File: config.mk
export PLATFORM = sky130hd
export DESIGN_NAME = cartridge_bank_mapper_flat
export DESIGN_NICKNAME = d
export VERILOG_FILES = /design/src/rtl/cbm_pkg.sv /design/src/rtl/cbm_channels.sv /design/src/rtl/cartridge_bank_mapper.sv /design/src/rtl/cbm_decode.sv /design/src/flat_wrapper.sv
export SDC_FILE = /design/constraint.sdc
export NUM_CORES = 1
export LEC_CHECK = 0
export ABC_AREA = 1
export BUFFER_PORTS_ARGS = -buffer_cell sky130_fd_sc_hd__buf_2
export CORE_UTILIZATION = 33
export DETAILED_ROUTE_END_ITERATION = 8
export PLACE_DENSITY_LB_ADDON = 0.08
export SLEW_MARGIN = 20
export SYNTH_ARGS = -nofsm -noshare
export SYNTH_HDL_FRONTEND = slang
export SYNTH_SLANG_ARGS = --single-unit
File: constraint.sdc
create_clock -name clk -period 2.1 [get_ports clk]
set_input_delay 0.42 -clock clk [delete_from_list [all_inputs] [get_ports clk]]
set_output_delay 0.42 -clock clk [all_outputs]
set_load 0.01 [all_outputs]
File: src/rtl/cbm_pkg.sv
// Shared types and constants for the cartridge bank mapper.
// No dependencies; every other file in rtl/ refers to this package.
package cbm_pkg;

  localparam int unsigned AddrW    = 16;
  localparam int unsigned DataW    = 8;
  localparam int unsigned MemAddrW = 21;

  // Target codes of a result beat.
  localparam logic [1:0] TGT_NONE = 2'd0;
  localparam logic [1:0] TGT_ROM  = 2'd1;
  localparam logic [1:0] TGT_RAM  = 2'd2;

  // Cartridge kinds held in the configuration register.
  localparam logic [1:0] KIND_PLAIN  = 2'd0;
  localparam logic [1:0] KIND_BANKED = 2'd1;

  // Register windows below 0x8000, selected by address bits 14:13.
  localparam logic [1:0] REG_RAM_EN   = 2'd0;
  localparam logic [1:0] REG_LOW_BANK = 2'd1;
  localparam logic [1:0] REG_UPPER    = 2'd2;
  localparam logic [1:0] REG_MODE     = 2'd3;

  localparam logic [3:0] RAM_EN_KEY = 4'hA;
  localparam logic [DataW-1:0] OPEN_BUS = 8'hFF;

  typedef struct packed {
    logic             action;
    logic [AddrW-1:0] bus_address;
    logic [DataW-1:0] bus_data;
  } req_t;

  typedef struct packed {
    logic [1:0]          target;
    logic [MemAddrW-1:0] mem_address;
    logic                mem_write;
    logic [DataW-1:0]    mem_data;
  } resp_t;

  typedef struct packed {
    logic [4:0] low_bank;
    logic [1:0] upper_bits;
    logic       bank_mode;
    logic       ram_enable;
  } bank_t;

  localparam bank_t BANK_RESET = '{low_bank: 5'd1, upper_bits: 2'd0,
                                   bank_mode: 1'b0, ram_enable: 1'b0};

endpackage

File: src/rtl/cbm_channels.sv
// Valid/ready channel interfaces for bus accesses, mapped results and configuration.
// Depends on cbm_pkg for field widths.
interface cbm_req_if;
  logic                       valid;
  logic                       ready;
  logic                       action;
  logic [cbm_pkg::AddrW-1:0]  bus_address;
  logic [cbm_pkg::DataW-1:0]  bus_data;

  modport source (output valid, action, bus_address, bus_data, input ready);
  modport sink   (input valid, action, bus_address, bus_data, output ready);
endinterface

interface cbm_resp_if;
  logic                         valid;
  logic                         ready;
  logic [1:0]                   target;
  logic [cbm_pkg::MemAddrW-1:0] mem_address;
  logic                         mem_write;
  logic [cbm_pkg::DataW-1:0]    mem_data;

  modport source (output valid, target, mem_address, mem_write, mem_data, input ready);
  modport sink   (input valid, target, mem_address, mem_write, mem_data, output ready);
endinterface

interface cbm_cfg_if;
  logic       valid;
  logic       ready;
  logic [1:0] cart_kind;

  modport source (output valid, cart_kind, input ready);
  modport sink   (input valid, cart_kind, output ready);
endinterface

File: src/rtl/cartridge_bank_mapper.sv
// Top level of the cartridge bank mapper: input register, decode, result register, bank state.
// Depends on cbm_pkg, the channel interfaces in cbm_channels.sv and cbm_decode.
//
//   channel | modport | beat carries
//   --------+---------+------------------------------------------------
//   req     | sink    | action, bus_address, bus_data
//   resp    | source  | target, mem_address, mem_write, mem_data
//   cfg     | sink    | cart_kind (always ready)
//
// One access per clock while resp does not stall. A beat is captured in the input
// register, decoded combinationally and then registered in the output register.
// Bank registers change as a write leaves the input register, so the following
// access already sees the new banks. rst is synchronous and restores the bank
// reset values and a plain cartridge kind. A stall on resp holds both stages
// and drops req.ready only when the input register is full.
module cartridge_bank_mapper (
  input  logic         clk,
  input  logic         rst,
  cbm_req_if.sink      req,
  cbm_resp_if.source   resp,
  cbm_cfg_if.sink      cfg
);

  logic           s1_valid;
  cbm_pkg::req_t  s1_req;
  logic           out_valid;
  cbm_pkg::resp_t out_resp;
  cbm_pkg::resp_t dec_resp;
  cbm_pkg::bank_t bank;
  cbm_pkg::bank_t bank_next;
  logic [1:0]     cart_kind;
  logic           advance;

  assign advance   = !out_valid || resp.ready;
  assign req.ready = !s1_valid || advance;
  assign cfg.ready = 1'b1;

  cbm_decode u_decode (
    .req       (s1_req),
    .bank      (bank),
    .cart_kind (cart_kind),
    .resp      (dec_resp),
    .bank_next (bank_next)
  );

  always_ff @(posedge clk) begin
    if (rst) begin
      s1_valid  <= 1'b0;
      out_valid <= 1'b0;
      bank      <= cbm_pkg::BANK_RESET;
      cart_kind <= cbm_pkg::KIND_PLAIN;
    end else begin
      if (cfg.valid) begin
        cart_kind <= cfg.cart_kind;
      end
      if (req.ready) begin
        s1_valid <= req.valid;
      end
      if (advance) begin
        out_valid <= s1_valid;
        if (s1_valid) begin
          bank <= bank_next;
        end
      end
    end
  end

  always_ff @(posedge clk) begin
    if (req.ready && req.valid) begin
      s1_req.action      <= req.action;
      s1_req.bus_address <= req.bus_address;
      s1_req.bus_data    <= req.bus_data;
    end
    if (advance && s1_valid) begin
      out_resp <= dec_resp;
    end
  end

  assign resp.valid       = out_valid;
  assign resp.target      = out_resp.target;
  assign resp.mem_address = out_resp.mem_address;
  assign resp.mem_write   = out_resp.mem_write;
  assign resp.mem_data    = out_resp.mem_data;

  a_low_bank_nonzero: assert property (@(posedge clk) disable iff (rst)
    bank.low_bank != 5'd0)
    else $error("low bank register holds zero");

  a_write_goes_to_ram: assert property (@(posedge clk) disable iff (rst)
    out_valid && out_resp.mem_write |-> out_resp.target == cbm_pkg::TGT_RAM)
    else $error("memory write on a beat that does not target RAM");

  a_none_has_no_address: assert property (@(posedge clk) disable iff (rst)
    out_valid && out_resp.target == cbm_pkg::TGT_NONE |-> out_resp.mem_address == '0)
    else $error("unmapped beat carries a nonzero address");

  a_bank_only_on_beat: assert property (@(posedge clk) disable iff (rst)
    !(s1_valid && advance) |=> $stable(bank))
    else $error("bank registers changed without a beat leaving the input stage");

endmodule

File: src/rtl/cbm_decode.sv
// Combinational decode of one bus access: target, physical address and bank register update.
// Depends on cbm_pkg.
module cbm_decode (
  input  cbm_pkg::req_t  req,
  input  cbm_pkg::bank_t bank,
  input  logic [1:0]     cart_kind,
  output cbm_pkg::resp_t resp,
  output cbm_pkg::bank_t bank_next
);

  logic                             in_ram;
  logic                             in_rom;
  logic                             in_rom_low;
  logic [cbm_pkg::MemAddrW-1:0]     plain_ram_addr;
  logic [cbm_pkg::MemAddrW-1:0]     banked_ram_addr;
  logic [1:0]                       ram_page;
  logic [1:0]                       rom0_upper;

  assign in_ram     = (req.bus_address[15:13] == 3'b101);
  assign in_rom     = !req.bus_address[15];
  assign in_rom_low = (req.bus_address[15:14] == 2'b00);
  assign ram_page   = bank.bank_mode ? bank.upper_bits : 2'd0;
  assign rom0_upper = bank.bank_mode ? bank.upper_bits : 2'd0;

  // Inside 0xA000-0xBFFF the offset from 0xA000 is just the low 13 bits.
  assign plain_ram_addr  = {8'd0, req.bus_address[12:0]};
  assign banked_ram_addr = {6'd0, ram_page, req.bus_address[12:0]};

  always_comb begin
    resp      = '0;
    bank_next = bank;
    case (cart_kind)
      cbm_pkg::KIND_PLAIN: begin
        if (req.action) begin
          if (in_ram) begin
            resp.target      = cbm_pkg::TGT_RAM;
            resp.mem_address = plain_ram_addr;
            resp.mem_write   = 1'b1;
            resp.mem_data    = req.bus_data;
          end
        end else if (in_rom) begin
          resp.target      = cbm_pkg::TGT_ROM;
          resp.mem_address = {5'd0, req.bus_address};
        end else if (in_ram) begin
          resp.target      = cbm_pkg::TGT_RAM;
          resp.mem_address = plain_ram_addr;
        end else begin
          resp.mem_data = cbm_pkg::OPEN_BUS;
        end
      end
      cbm_pkg::KIND_BANKED: begin
        if (req.action) begin
          if (in_rom) begin
            unique case (req.bus_address[14:13])
              cbm_pkg::REG_RAM_EN:
                bank_next.ram_enable = (req.bus_data[3:0] == cbm_pkg::RAM_EN_KEY);
              cbm_pkg::REG_LOW_BANK:
                bank_next.low_bank = (req.bus_data[4:0] == 5'd0) ? 5'd1 : req.bus_data[4:0];
              cbm_pkg::REG_UPPER:
                bank_next.upper_bits = req.bus_data[1:0];
              cbm_pkg::REG_MODE:
                bank_next.bank_mode = req.bus_data[0];
              default: bank_next = bank;
            endcase
          end else if (in_ram && bank.ram_enable) begin
            resp.target      = cbm_pkg::TGT_RAM;
            resp.mem_address = banked_ram_addr;
            resp.mem_write   = 1'b1;
            resp.mem_data    = req.bus_data;
          end
        end else if (in_rom_low) begin
          resp.target      = cbm_pkg::TGT_ROM;
          resp.mem_address = {rom0_upper, 5'd0, req.bus_address[13:0]};
        end else if (in_rom) begin
          resp.target      = cbm_pkg::TGT_ROM;
          resp.mem_address = {bank.upper_bits, bank.low_bank, req.bus_address[13:0]};
        end else if (in_ram && bank.ram_enable) begin
          resp.target      = cbm_pkg::TGT_RAM;
          resp.mem_address = banked_ram_addr;
        end else begin
          resp.mem_data = cbm_pkg::OPEN_BUS;
        end
      end
      default: begin
        // Unsupported cartridge: nothing is mapped, reads float high.
        resp.mem_data = req.action ? '0 : cbm_pkg::OPEN_BUS;
      end
    endcase
  end

endmodule
File: src/flat_wrapper.sv
// flat-port wrapper written by rule: the top's interface ports become plain ports
module cartridge_bank_mapper_flat 
  (clk, rst, req_valid, req_action, req_bus_address, req_bus_data, req_ready, resp_valid, resp_target, resp_mem_address, resp_mem_write, resp_mem_data, resp_ready, cfg_valid, cfg_cart_kind, cfg_ready);
  cbm_req_if req_i ();
  cbm_resp_if resp_i ();
  cbm_cfg_if cfg_i ();
  input  logic clk;
  input  logic rst;
  input wire logic [$bits(req_i.valid)-1:0] req_valid;
  input wire logic [$bits(req_i.action)-1:0] req_action;
  input wire logic [$bits(req_i.bus_address)-1:0] req_bus_address;
  input wire logic [$bits(req_i.bus_data)-1:0] req_bus_data;
  output wire logic [$bits(req_i.ready)-1:0] req_ready;
  output wire logic [$bits(resp_i.valid)-1:0] resp_valid;
  output wire logic [$bits(resp_i.target)-1:0] resp_target;
  output wire logic [$bits(resp_i.mem_address)-1:0] resp_mem_address;
  output wire logic [$bits(resp_i.mem_write)-1:0] resp_mem_write;
  output wire logic [$bits(resp_i.mem_data)-1:0] resp_mem_data;
  input wire logic [$bits(resp_i.ready)-1:0] resp_ready;
  input wire logic [$bits(cfg_i.valid)-1:0] cfg_valid;
  input wire logic [$bits(cfg_i.cart_kind)-1:0] cfg_cart_kind;
  output wire logic [$bits(cfg_i.ready)-1:0] cfg_ready;
  assign req_i.valid = req_valid;
  assign req_i.action = req_action;
  assign req_i.bus_address = req_bus_address;
  assign req_i.bus_data = req_bus_data;
  assign req_ready = req_i.ready;
  assign resp_valid = resp_i.valid;
  assign resp_target = resp_i.target;
  assign resp_mem_address = resp_i.mem_address;
  assign resp_mem_write = resp_i.mem_write;
  assign resp_mem_data = resp_i.mem_data;
  assign resp_i.ready = resp_ready;
  assign cfg_i.valid = cfg_valid;
  assign cfg_i.cart_kind = cfg_cart_kind;
  assign cfg_ready = cfg_i.ready;
  cartridge_bank_mapper u_core (.clk(clk), .rst(rst), .req(req_i), .resp(resp_i), .cfg(cfg_i));
endmodule
==> impl_metrics.tcl <==
set metrics [dict create \
    fin_skew_ns 0.00815 \
    holdPathEnd "u_core.s1_req[11]$_DFFE_PP_" \
    grt_first_pass_wirelength_um 8710 \
    power.density_mw_per_mm2 822 \
    cts_resized 0 \
    cts_tree "yes" \
    nets 343 \
    startpoint_type "register" \
    io_pins 67 \
    wl_per_cell_um 13.1 \
    rsz0062_at_grt "false" \
    cts_setup_buffers 0 \
    crit_path_end_kind "register" \
    syn_area_per_cell_um2 12.0 \
    r2r_setup_slack_ns 0.43 \
    num_vias 1911 \
    drv_slew 0 \
    layoutNonFillerInstCount 420 \
    cp_data_arrival_time_ns 1.73 \
    syn_area_mm2 0.00285 \
    grt_pass1_vias 1762 \
    clk_pin_slew_ns 0.07 \
    antenna_cells 0 \
    rr_endpoint "u_core.resp.mem_address[4]$_DFFE_PP_" \
    finalCritPeriodShare_pct 79.5 \
    dieArea_mm2 0.00901 \
    die_y_um 94.9 \
    cp.required_ns 2.16 \
    reg2reg_from "u_core.s1_req[24]$_DFFE_PP_" \
    cts_sinks 70 \
    hold_path.startpoint "req_bus_address[3]" \
    synth_top_family_by_area "simple AND/OR/NAND/NOR gates" \
    drc_errors 0 \
    layout_common_cells "65 x buf_2, 57 x edfxtp_1, 38 x nand2_1, 27 x nor2_1, 16 x nand3_1" \
    regArea_mm2 0.00197 \
    finalSetupViolations 0 \
    antenna_found_initial 0 \
    area_growth_pct 21.5 \
    cts.path.max_buffers 2 \
    cts.hold.buffers_added 0 \
    multi_input_comb_area_um2 744 \
    htree_levels 3 \
    hold_viol 0 \
    ant_nets 0 \
    grt_max_degree 33 \
    yosys_warnings 0 \
    synthDistinctLibCells 25 \
    syn_inst 238 \
    min_path_type "in2reg" \
    fmax_mhz 599 \
    synth_compound_area_share_pct 8.79 \
    nFillCells 809 \
    postRouteWirelength_um 5500 \
    tns_ns 0 \
    synth_xor_area_share_pct 0 \
    start_util_pct 34.3 \
    groute.usage.overall_pct 13.4 \
    numCtsBuffers 9 \
    worstSetupPathType "reg2reg" \
    grt_overflow_total 0 \
    ctsRootBufferMaster "clkbuf_8" \
    synth_fa_ha_area_share_pct 0 \
    maxCapViolations 0 \
    leakage_nw 1.39 \
    numPortBuffers 65 \
    synthMuxAreaShare_pct 0 \
    dp_hpwl_um 3870 \
    finalCriticalPeriod_ns 1.67 \
    dp.cells 405 \
    firstDrtPassIters 5 \
    drive_above_1_share_pct 34.6 \
    core_area_mm2 0.00830 \
    vdd_ir_drop_max_mv 0.283 \
    rows 33 \
    via_per_inst 4.55 \
    yosysSeqAreaShare_pct 69.2 \
    ys_seq_elements 70 \
    syn_nets 270 \
    status "complete, no violations" \
    gp_congestion 0.897 \
    drt_iter0_drc 65 \
    cp_max_fo 13 \
    min_path_cells 1 \
    final_common_cell "buf_2" \
    clk_latency_ns 0.33 \
    fp.dieW_um 94.9 \
    synth_simple_gate_area_share_pct 17.1 \
    r2r_cells 5 \
]
stage by stage:
stage	worst slack [ns]	hold WS (ns)	total power, mW	instance area (um^2)	util, %
6_report	0.430	0.258	2.85	3460	41.7
5_1_grt	0.299	0.234	2.97	3460	41.7
4_1_cts	0.437	0.234	2.89	3460	41.7
3_5_place_dp	0.444	0.466	1.88	3280	39.5
3_3_place_gp	0.493	0.461	1.88	3280	39.5
2_1_floorplan	0.401	0.442	1.78	2850	-
routing by layer:
| metal | GRT usage (%) | share of wire [%] | vias to the layer above |
|---|---|---|---|
| met5 | 0 | 0 | - |
| met3 | 3.78 | 6.2 | 12 |
| li1 | - | - | 951 |
| met1 | 17.0 | 45 | 875 |
| met4 | 6.57 | 1.7 | 0 |
| met2 | 20.9 | 47 | 73 |
report_power, final:
part / leakage [nW] / total (mW) / switching, mW / internal [mW]
registers: 0.658 / 1.61 / 0.0290 / 1.58
clock network: 0.0896 / 1.00 / 0.468 / 0.534
logic: 0.645 / 0.237 / 0.146 / 0.0907
state kept, by name, indices dropped and copies added (netlist names):
register                 flops
u_core.bank                  9
u_core.cart_kind             2
u_core.s1_req               25
u_core.resp.valid            1
u_core.resp.mem_write        1
u_core.resp.target           2
u_core.resp.mem_address     21
u_core.resp.mem_data         8
u_core.s1_valid              1
synth_stat cells:
| master | instances | area (um^2) |
|---|---|---|
| nand2_2 | 2 | 12.5 |
| and2_1 | 8 | 50.1 |
| a21boi_2 | 10 | 113 |
| inv_2 | 6 | 22.5 |
| a21boi_1 | 3 | 22.5 |
| nand3_1 | 16 | 80.1 |
| nor3_1 | 1 | 5.00 |
| nor2_2 | 2 | 12.5 |
| nor2_1 | 28 | 105 |
| nor2_4 | 2 | 22.5 |
| buf_2 | 2 | 10.0 |
| nand2_4 | 3 | 33.8 |
| inv_1 | 15 | 56.3 |
| nor3b_1 | 1 | 7.51 |
| a21oi_1 | 12 | 60.1 |
| nand2_1 | 38 | 143 |
| conb_1 | 1 | 3.75 |
| nand4_1 | 1 | 6.26 |
| dfxtp_1 | 13 | 260 |
| o21ai_0 | 10 | 50.1 |
| buf_6 | 2 | 22.5 |
| edfxtp_1 | 57 | 1710 |
| nand3_2 | 1 | 10.0 |
| buf_4 | 3 | 22.5 |
| o21ai_1 | 1 | 5.00 |
cells by family (layout without fill, tap and decap cells):
kind of cell           count (synthesis)  in the layout
AOI/OAI and AO/OA                     36             36
and+or+nand+nor                      103            103
other                                  1              1
DFF                                   70             70
buffers and inverters                 28            105
critical path, cell delays in order (launching register included):
cell      delay (ns)
edfxtp_1        0.59
inv_1           0.16
nand2_2         0.15
nand2_1         0.08
nand2_2         0.30
a21boi_1        0.12
layout make-up:
type	instances	share of cell area, %
clock inverter	5	1.48
inverter	21	2.28
clock buffer	10	3.69
sequential	70	57.0
tap	105	3.80
timing repair buffer	69	10.3
multi-input combinational	140	21.5
how the worst max path moves through the flow:
stage                                      startpoint                                    to  slack [ns]  cells after the start
after floorplan                            resp_ready  u_core.resp.mem_address[0]$_DFFE_PP_        0.40                      2
after global placement    u_core.s1_req[24]$_DFFE_PP_  u_core.resp.mem_address[3]$_DFFE_PP_        0.49                      5
after detailed placement  u_core.s1_req[24]$_DFFE_PP_  u_core.resp.mem_address[5]$_DFFE_PP_        0.44                      5
after CTS                 u_core.s1_req[24]$_DFFE_PP_  u_core.resp.mem_address[4]$_DFFE_PP_        0.44                      5
after global routing      u_core.s1_req[24]$_DFFE_PP_  u_core.resp.mem_address[3]$_DFFE_PP_        0.30                      5
final                     u_core.s1_req[24]$_DFFE_PP_  u_core.resp.mem_address[4]$_DFFE_PP_        0.43                      5
Power figures use the tool's default switching activity.
